===== src/sv/u8d_pkg.sv =====
// Package for the UTF-8 to 16-bit code unit stream decoder.
// Holds the item types, the byte classes, the queue sizes and helpers.
// No dependencies; every other file of the block imports it.
package u8d_pkg;

	// Width of the per-string unit counter.
	localparam int COUNT_BITS = 16;

	// Depth of the queue between front and back, and of the result queue.
	localparam int QUEUE_DEPTH = 2;
	localparam int QPTR_W      = (QUEUE_DEPTH > 1) ? $clog2(QUEUE_DEPTH) : 1;
	localparam int QCNT_W      = $clog2(QUEUE_DEPTH + 1);

	// Width of the capacity comparison: wide enough for counter plus two.
	localparam int CMP_W = ((COUNT_BITS > 16) ? COUNT_BITS : 16) + 1;

	// Reset value of the capacity register.
	localparam logic [15:0] CAPACITY_RESET = 16'hFFFF;

	// Byte masks and patterns of the lead-byte classes.
	localparam logic [7:0] ASCII_MASK  = 8'h80;
	localparam logic [7:0] LEAD2_MASK  = 8'hE0;
	localparam logic [7:0] LEAD2_PAT   = 8'hC0;
	localparam logic [7:0] LEAD3_MASK  = 8'hF0;
	localparam logic [7:0] LEAD3_PAT   = 8'hE0;

	// Sequence lengths still to come after a lead byte.
	localparam logic [1:0] REM_NONE = 2'd0;
	localparam logic [1:0] REM_ONE  = 2'd1;
	localparam logic [1:0] REM_TWO  = 2'd2;

	// Class of a byte when it stands in a lead position.
	typedef enum logic [1:0] {
		KIND_ASCII,
		KIND_LEAD2,
		KIND_LEAD3,
		KIND_OTHER
	} byte_kind_t;

	// One input item.
	typedef struct packed {
		logic [7:0] byte_in;
		logic       last_byte;
	} in_item_t;

	// One result item.
	typedef struct packed {
		logic [15:0] code_unit;
		logic        unit_valid;
		logic        end_of_string;
		logic        truncated;
		logic [15:0] unit_count;
	} out_item_t;

	// A classified item as it waits between front and back.
	typedef struct packed {
		byte_kind_t kind;
		logic [7:0] byte_val;
		logic       last;
	} class_item_t;

	// Status of the front queue as the back sees it.
	typedef struct packed {
		logic        avail;
		class_item_t item;
	} front_status_t;

	// Classify a byte by its leading bits.
	function automatic byte_kind_t classify(input logic [7:0] b);
		byte_kind_t k;
		if ((b & ASCII_MASK) == 8'h00) begin
			k = KIND_ASCII;
		end else if ((b & LEAD2_MASK) == LEAD2_PAT) begin
			k = KIND_LEAD2;
		end else if ((b & LEAD3_MASK) == LEAD3_PAT) begin
			k = KIND_LEAD3;
		end else begin
			k = KIND_OTHER;
		end
		return k;
	endfunction

	// Bring the unit counter to the 16-bit count field.
	function automatic logic [15:0] count_to_u16(input logic [COUNT_BITS-1:0] c);
		logic [31:0] wide;
		wide = 32'(c);
		return wide[15:0];
	endfunction

endpackage


===== src/sv/u8d_front.sv =====
// Front part of the decoder: accepts bytes, classifies them as lead bytes
// and holds them in a short queue for the back part. Depends on u8d_pkg.
module u8d_front (
	input  logic                  clk,
	input  logic                  arst_n,
	input  logic                  push,
	output logic                  full,
	input  u8d_pkg::in_item_t     in_data,
	output u8d_pkg::front_status_t status,
	input  logic                  take
);
	import u8d_pkg::*;

	class_item_t       slot_q [QUEUE_DEPTH];
	logic [QPTR_W-1:0] wr_ptr_q;
	logic [QPTR_W-1:0] rd_ptr_q;
	logic [QCNT_W-1:0] count_q;
	logic              push_ok;
	logic              take_ok;
	class_item_t       new_item;

	// Full is taken from the count alone, so no path runs from the back.
	assign full    = (count_q == QCNT_W'(QUEUE_DEPTH));
	assign push_ok = push && !full;
	assign take_ok = take && (count_q != '0);

	// Classify the incoming byte on the way into the queue.
	always_comb begin
		new_item.kind     = classify(in_data.byte_in);
		new_item.byte_val = in_data.byte_in;
		new_item.last     = in_data.last_byte;
	end

	// Oldest queued item as seen by the back.
	assign status.avail = (count_q != '0);
	assign status.item  = slot_q[rd_ptr_q];

	// Queue storage; payload needs no reset.
	always_ff @(posedge clk) begin
		if (push_ok) begin
			slot_q[wr_ptr_q] <= new_item;
		end
	end

	// Queue pointers and fill count.
	always_ff @(posedge clk or negedge arst_n) begin
		if (!arst_n) begin
			wr_ptr_q <= '0;
			rd_ptr_q <= '0;
			count_q  <= '0;
		end else begin
			if (push_ok) begin
				wr_ptr_q <= (wr_ptr_q == QPTR_W'(QUEUE_DEPTH - 1)) ? '0 : wr_ptr_q + 1'b1;
			end
			if (take_ok) begin
				rd_ptr_q <= (rd_ptr_q == QPTR_W'(QUEUE_DEPTH - 1)) ? '0 : rd_ptr_q + 1'b1;
			end
			unique case ({push_ok, take_ok})
				2'b10:   count_q <= count_q + 1'b1;
				2'b01:   count_q <= count_q - 1'b1;
				default: count_q <= count_q;
			endcase
		end
	end

	// The fill count never passes the depth.
	a_count_bound: assert property (@(posedge clk) disable iff (!arst_n)
		count_q <= QCNT_W'(QUEUE_DEPTH))
		else $error("front queue count exceeds depth");

	// A push into a queue that was full is refused and leaves the count alone.
	a_full_hold: assert property (@(posedge clk) disable iff (!arst_n)
		(full && !take) |=> (count_q == $past(count_q)))
		else $error("front queue count moved while full and not drained");

	// The back never takes from an empty queue.
	a_take_avail: assert property (@(posedge clk) disable iff (!arst_n)
		take |-> (count_q != '0))
		else $error("back took an item from an empty front queue");

endmodule


===== src/sv/u8d_back.sv =====
// Back part of the decoder: keeps the per-string state, builds code units
// from classified bytes and queues result items. Depends on u8d_pkg.
module u8d_back (
	input  logic                   clk,
	input  logic                   arst_n,
	input  u8d_pkg::front_status_t status,
	output logic                   take,
	output logic                   empty,
	input  logic                   pop,
	output u8d_pkg::out_item_t     out_data,
	input  logic                   cfg_wr_en,
	input  logic [15:0]            cfg_wr_data
);
	import u8d_pkg::*;

	// Capacity register and per-string decode state.
	logic [15:0]           capacity_q;
	logic [15:0]           part_q;
	logic [1:0]            rem_q;
	logic [COUNT_BITS-1:0] cnt_q;
	logic                  stopped_q;

	// Result queue.
	out_item_t             res_q [QUEUE_DEPTH];
	logic [QPTR_W-1:0]     wr_ptr_q;
	logic [QPTR_W-1:0]     rd_ptr_q;
	logic [QCNT_W-1:0]     count_q;

	logic                  pop_ok;
	logic                  space;
	logic                  emit;
	out_item_t             result;
	logic [15:0]           n_part;
	logic [1:0]            n_rem;
	logic                  n_stop;
	logic                  valid;
	logic [15:0]           unit;
	logic [COUNT_BITS-1:0] n_cnt;
	logic                  at_limit;
	logic [7:0]            b;

	assign empty  = (count_q == '0);
	assign pop_ok = pop && !empty;
	assign space  = (count_q != QCNT_W'(QUEUE_DEPTH)) || pop_ok;
	assign take   = status.avail && space;
	assign out_data = res_q[rd_ptr_q];
	assign b      = status.item.byte_val;

	// Capacity check done before every byte in a lead position.
	assign at_limit = (CMP_W'(cnt_q) + CMP_W'(2)) >= CMP_W'(capacity_q);

	// Decode one classified byte against the current state.
	always_comb begin
		n_part = part_q;
		n_rem  = rem_q;
		n_stop = stopped_q;
		valid  = 1'b0;
		unit   = '0;
		if (!stopped_q) begin
			if (rem_q != REM_NONE) begin
				if (rem_q == REM_TWO) begin
					n_part = part_q | {4'b0, b[5:0], 6'b0};
				end else begin
					n_part = part_q | {10'b0, b[5:0]};
				end
				n_rem = rem_q - 1'b1;
				if (n_rem == REM_NONE) begin
					valid = 1'b1;
					unit  = n_part;
				end
			end else if (at_limit) begin
				n_stop = 1'b1;
			end else begin
				unique case (status.item.kind)
					KIND_ASCII: begin
						valid = 1'b1;
						unit  = {8'b0, b};
					end
					KIND_LEAD2: begin
						n_part = {5'b0, b[4:0], 6'b0};
						n_rem  = REM_ONE;
					end
					KIND_LEAD3: begin
						n_part = {b[3:0], 12'b0};
						n_rem  = REM_TWO;
					end
					default: begin
						n_part = part_q;
					end
				endcase
			end
		end
		// A string cut short still emits its partial unit.
		if (status.item.last && !n_stop && (n_rem != REM_NONE)) begin
			valid = 1'b1;
			unit  = n_part;
			n_rem = REM_NONE;
		end
		// The counter saturates at all ones.
		if (valid && (cnt_q != '1)) begin
			n_cnt = cnt_q + 1'b1;
		end else begin
			n_cnt = cnt_q;
		end
		emit                 = status.item.last || valid;
		result.code_unit     = valid ? unit : '0;
		result.unit_valid    = valid;
		result.end_of_string = status.item.last;
		result.truncated     = status.item.last && n_stop;
		result.unit_count    = status.item.last ? count_to_u16(n_cnt) : '0;
	end

	// Capacity register; the user must write it only while idle, the block does not enforce this.
	always_ff @(posedge clk or negedge arst_n) begin
		if (!arst_n) begin
			capacity_q <= CAPACITY_RESET;
		end else if (cfg_wr_en) begin
			capacity_q <= cfg_wr_data;
		end
	end

	// Per-string state; the last byte clears it for the next string.
	always_ff @(posedge clk or negedge arst_n) begin
		if (!arst_n) begin
			part_q    <= '0;
			rem_q     <= REM_NONE;
			cnt_q     <= '0;
			stopped_q <= 1'b0;
		end else if (take) begin
			if (status.item.last) begin
				part_q    <= '0;
				rem_q     <= REM_NONE;
				cnt_q     <= '0;
				stopped_q <= 1'b0;
			end else begin
				part_q    <= n_part;
				rem_q     <= n_rem;
				cnt_q     <= n_cnt;
				stopped_q <= n_stop;
			end
		end
	end

	// Result queue storage.
	always_ff @(posedge clk) begin
		if (take && emit) begin
			res_q[wr_ptr_q] <= result;
		end
	end

	// Result queue pointers and fill count.
	always_ff @(posedge clk or negedge arst_n) begin
		if (!arst_n) begin
			wr_ptr_q <= '0;
			rd_ptr_q <= '0;
			count_q  <= '0;
		end else begin
			if (take && emit) begin
				wr_ptr_q <= (wr_ptr_q == QPTR_W'(QUEUE_DEPTH - 1)) ? '0 : wr_ptr_q + 1'b1;
			end
			if (pop_ok) begin
				rd_ptr_q <= (rd_ptr_q == QPTR_W'(QUEUE_DEPTH - 1)) ? '0 : rd_ptr_q + 1'b1;
			end
			unique case ({take && emit, pop_ok})
				2'b10:   count_q <= count_q + 1'b1;
				2'b01:   count_q <= count_q - 1'b1;
				default: count_q <= count_q;
			endcase
		end
	end

	// The result queue never overflows.
	a_res_bound: assert property (@(posedge clk) disable iff (!arst_n)
		count_q <= QCNT_W'(QUEUE_DEPTH))
		else $error("result queue count exceeds depth");

	// An item that does not close a string is queued only with a unit.
	a_mid_unit: assert property (@(posedge clk) disable iff (!arst_n)
		(!empty && !out_data.end_of_string) |-> out_data.unit_valid)
		else $error("mid-string result without a unit");

	// Once stopped, no unit is emitted until the string ends.
	a_stop_quiet: assert property (@(posedge clk) disable iff (!arst_n)
		(take && stopped_q) |-> !valid)
		else $error("unit emitted after the capacity stop");

	// The state is clear after a string closes.
	a_clear: assert property (@(posedge clk) disable iff (!arst_n)
		(take && status.item.last) |=> (cnt_q == '0 && rem_q == REM_NONE && !stopped_q))
		else $error("string state not cleared after last byte");

endmodule


===== src/sv/utf8_to_ucs2_stream_decoder_unit.sv =====
// Top level of the UTF-8 to 16-bit code unit stream decoder.
// Joins the front (classify and queue) and the back (decode and results).
// Depends on u8d_pkg, u8d_front and u8d_back.
//
// Usage: bytes of a string enter as items on the input queue interface; an
// item is taken at a clock edge with push high and full low. last_byte marks
// the final byte of a string. Results leave on the output queue interface:
// the oldest result sits on out_data while empty is low and is taken at an
// edge with pop high. A byte mid-string yields a result only when it
// completes a code unit; the last byte always yields one result that closes
// the string and reports the unit count and the truncation flag.
// An accepted byte passes through the front queue, then the result queue,
// before empty goes low. Throughput is one byte per cycle while the result
// queue has space, set by the combinational decode step of the back part.
// If the receiver stalls, the result queue fills, the back stops taking from
// the front queue, and full rises once that queue is full; nothing is lost.
// Reset clears both queues and the string state and sets buffer_capacity to
// 65535. buffer_capacity is written through cfg_wr_en and cfg_wr_data; the
// user must write it only while idle; the block itself does not enforce this.
module utf8_to_ucs2_stream_decoder_unit (
	input  logic               clk,
	input  logic               arst_n,
	input  logic               push,
	output logic               full,
	input  u8d_pkg::in_item_t  in_data,
	output logic               empty,
	input  logic               pop,
	output u8d_pkg::out_item_t out_data,
	input  logic               cfg_wr_en,
	input  logic [15:0]        cfg_wr_data
);
	import u8d_pkg::*;

	front_status_t status;
	logic          take;

	// Front part: classification and hand-off queue.
	u8d_front u_front (
		.clk     (clk),
		.arst_n  (arst_n),
		.push    (push),
		.full    (full),
		.in_data (in_data),
		.status  (status),
		.take    (take)
	);

	// Back part: decode state, capacity check and result queue.
	u8d_back u_back (
		.clk         (clk),
		.arst_n      (arst_n),
		.status      (status),
		.take        (take),
		.empty       (empty),
		.pop         (pop),
		.out_data    (out_data),
		.cfg_wr_en   (cfg_wr_en),
		.cfg_wr_data (cfg_wr_data)
	);

endmodule


===== config.mk =====
export PLATFORM = sky130hd
export DESIGN_NAME = utf8_to_ucs2_stream_decoder_unit
export DESIGN_NICKNAME = d
export VERILOG_FILES = /design/src/sv/u8d_pkg.sv /design/src/sv/u8d_front.sv /design/src/sv/u8d_back.sv /design/src/sv/utf8_to_ucs2_stream_decoder_unit.sv
export SDC_FILE = /design/constraint.sdc
export NUM_CORES = 1
export LEC_CHECK = 0
export ABC_AREA = 1
export CELL_PAD_IN_SITES_DETAIL_PLACEMENT = 1
export CELL_PAD_IN_SITES_GLOBAL_PLACEMENT = 2
export CORE_UTILIZATION = 40
export CTS_BUF_LIST = sky130_fd_sc_hd__clkbuf_16
export DETAILED_ROUTE_END_ITERATION = 10
export DONT_BUFFER_PORTS = 1
export GPL_TIMING_DRIVEN = 0
export PLACE_DENSITY = 0.91
export SYNTH_ARGS = -nofsm -noshare
export SYNTH_HDL_FRONTEND = slang
export SYNTH_SLANG_ARGS = --single-unit

===== constraint.sdc =====
create_clock -name clk -period 5.2 [get_ports clk]
set_clock_uncertainty 0.1 [all_clocks]
set_input_delay 0 -clock clk [delete_from_list [all_inputs] [get_ports clk]]
set_output_delay 0 -clock clk [all_outputs]
set_load 0.01 [all_outputs]

==> out/metrics.yaml <==
cts_root_buf: "clkbuf_16"
grt_max_degree: 60
io_pins: 67
cp.arrival_ns: 4.36
ys_seq_elements: 151
cts_tree: "yes"
cap_viol_max_count: 0
synth_area_leaders: "edfxtp_1 (35%), dfrtp_1 (14%), nand2_1 (13%), dfstp_2 (5.3%), o21ai_0 (4.7%)"
final_cell_mix: "nand2_1 (283), inv_1 (96), edfxtp_1 (92)"
post-route-util: 0.4935
nets: 1034
hp-class: "input port to asynchronous set/reset pin"
rsz0062_at_grt: "no"
drc: 2
ant_nets: 0
sequentialPowerShare: 0.324
clockPowerShare: 0.206
combPwrFrac: 0.470
finalMaxSlewViolations: 0
die_h_um: 142.9
crit_type: "register to register"
grt_pass1_wl_mm: 34.44
switchingPower_w: 0.002955
worstSetupStartpointType: "register"
antenna_found_initial: 0
routabilityCongestion: 0.8414
hold_violations: 0
crit_top_cell: "nand2_1"
netSwitchingFraction: 0.4447
synth_fp_nets: 953
cpMaxStageDelayCell: "nor2_4"
relSlewSlack: 0.3612
insertion_delay_ns: 0.44
yosys.area.top_type_share: 0.3477
period_minus_slack_ns: 4.325
htreeDepth: 4
yosysTopAreaCell: "edfxtp_1"
grt_overflow: 0
grt_pass1_vias: 6435
cts_num_sinks: 151
initial_utilization: 0.4082
row_count: 51
critPathRequiredTime_ns: 5.24
drive_above_1_share: 0.1167
die_x_um: 142.9
first_iter_violations: 199
worst-path-max-fanout: 21
port_buffers: 0
synthesis.instances: 900
clk_pin_slew_worst_paths_ns: 0.07
gr-usage-all-layers: 0.2218
ys_types: 42
antenna_cells: 0
area_growth_syn_to_layout_pct: 20.90
wl_per_cell_um: 16.93
seq_area_frac_synth: 0.5361
setup_viol: 0
worstPathCellList: "ha_1, nand3_1, nor2_1, xor2_1, ha_1, nand2_1, a21oi_1, nor2_1, nand2_1, a21oi_2, nand2_2, nor2_1, o211ai_1, nand2_1, nand2_1, nor2_4, buf_16"
core_sq_um: 19460
syn_avg_cell_area_sq_um: 8.828
vias: 6226
finalCritPeriodShare: 0.8316
end_kind: "register"
synthFlopType: "edfxtp_1"
p_leak_nw: 4.217
async_reset_ff_frac: 0.3907
dr.pass1.iters: 8
routed_wl_mm: 21.32
p_int_w: 0.003690
cts_resized: 0
power_density_nw_per_um2: 691.8
numCtsBuffers: 17
vias_per_cell: 4.945
cts_buffer_depth: 2
status: "finished with violations"
place_hpwl_mm: 14.81
vdd_drop_max_uv: 395.2
syn_area_sq_um: 7945
synth_edf_count: 92
yosysWarnings: 0
max_stage_delay_ns: 0.50
finalPower_w: 0.006645
fmax_ghz: 0.2312
cts_setup_buffers: 0
die_area_sq_um: 20430
mostFrequentLayoutCell: "nand2_1"
violations: "DRC"
tightest_slew_ns: 0.9546
## flip-flops by register name, summed over array words and instances (netlist names)
| register | flops |
|---|---|
| u_front.count_q | 2 |
| u_back.part_q | 16 |
| u_front.wr_ptr_q | 1 |
| u_back.stopped_q | 1 |
| u_back.rd_ptr_q | 1 |
| u_front.rd_ptr_q | 1 |
| u_front.slot_q | 22 |
| u_back.rem_q | 2 |
| u_back.res_q | 70 |
| u_back.wr_ptr_q | 1 |
| u_back.capacity_q | 16 |
| u_back.count_q | 2 |
| u_back.cnt_q | 16 |
## stage by stage
stage | instances | TNS, ns | instance area [sq um] | setup WS [ns] | hold slack, ns
after floorplan | 900 | 0 | 7945 | 0.7299 | -0.3956
after global placement | 1165 | -48.80 | 8277 | -0.7182 | -0.3930
after detailed placement | 1167 | 0 | 8347 | 0.9071 | -0.3929
after CTS | 1259 | 0 | 9605 | 0.8487 | 0.008780
after global routing | 1259 | 0 | 9605 | 0.5670 | 0.02464
final | 1259 | 0 | 9605 | 0.8755 | 0.001032
## final cells by class
cell class              count  area (sq um)
clock inverters            15         215.2
plain buffers              34         170.2
multi-input cells         615          3156
fillers                  2270          9857
flip-flops and latches    151          4259
well taps                 265         331.6
inverters                 100         375.4
repair buffers             62         673.1
clock buffers              17         425.4
## routing by layer
| metal | wire, um | share of wire | GRT usage | vias up |
|---|---|---|---|---|
| li1 | - | - | - | 3078 |
| met1 | 10420 | 0.49 | 0.3089 | 3045 |
| met2 | 10040 | 0.47 | 0.3574 | 87 |
| met3 | 655 | 0.031 | 0.03689 | 16 |
| met4 | 198 | 0.0093 | 0.05772 | 0 |
| met5 | 0 | 0 | 0 | - |
## cell usage after synthesis (4+ instances only)
cell / number
nand2_1: 283
inv_1: 96
edfxtp_1: 92
o21ai_0: 75
nor2_1: 56
nand3_1: 49
dfrtp_1: 43
xor2_1: 30
a21oi_1: 28
ha_1: 23
clkbuf_1: 21
nand2_2: 17
dfstp_2: 16
nand3_2: 12
or2_2: 9
buf_2: 7
o22ai_1: 5
nor3_1: 4
xnor2_1: 4
## critical path: cells and delay by family, from the launching register on
kind	cells	cell delay, ns
compound gates	3	0.50
xor+xnor	1	0.27
fa+ha+maj	2	0.59
buf+inv	1	0.24
flops	1	0.46
simple gates	10	1.88
## power by group through the flow
stage	combinational, W	clock, W	sequential (W)
global route	0.00352	0.00143	0.00220
floorplan	0.00216	0	0.00213
finish	0.00313	0.00137	0.00215
global placement	0.00287	0	0.00216
CTS	0.00315	0.00139	0.00216
detailed placement	0.00306	0	0.00217
## timing repair
item / in CTS / in global routing
endpoints found under the hold margin: 100 / 0
endpoints found under the setup margin: 0 / 0
hold buffers: 60 / 0
## path summary, 6_finish.rpt
kind	from	endpoint	slack, ns	cells past startpoint
worst max-delay path	u_back.cnt_q[2]$_DFFE_PN0P_	u_back.res_q[1][34]$_DFFE_PP_	0.88	17
worst min-delay path	arst_n	u_back.cnt_q[12]$_DFFE_PN0P_	0.001	2
worst max register to register	u_back.cnt_q[2]$_DFFE_PN0P_	u_back.res_q[1][34]$_DFFE_PP_	0.88	17
worst min register to register	u_back.count_q[1]$_DFFE_PN0P_	u_back.count_q[1]$_DFFE_PN0P_	0.40	1
max in group asynchronous	arst_n	u_back.capacity_q[0]$_DFFE_PN1P_	4.63	2
min in group clk	in_data[2]	u_front.slot_q[1][2]$_DFFE_PP_	0.12	1
## cell families (layout without fill, tap and decap cells)
group / after synthesis / count (layout) / share of synthesized area
compound gates: 116 / 116 / 0.07811
buf+inv: 134 / 228 / 0.06866
mux: 1 / 1 / 0.001417
flops: 151 / 151 / 0.5361
fa+ha+maj: 23 / 23 / 0.03622
simple gates: 441 / 441 / 0.2420
xor+xnor: 34 / 34 / 0.03748
Note: power is estimated with default switching activity, not from simulation.
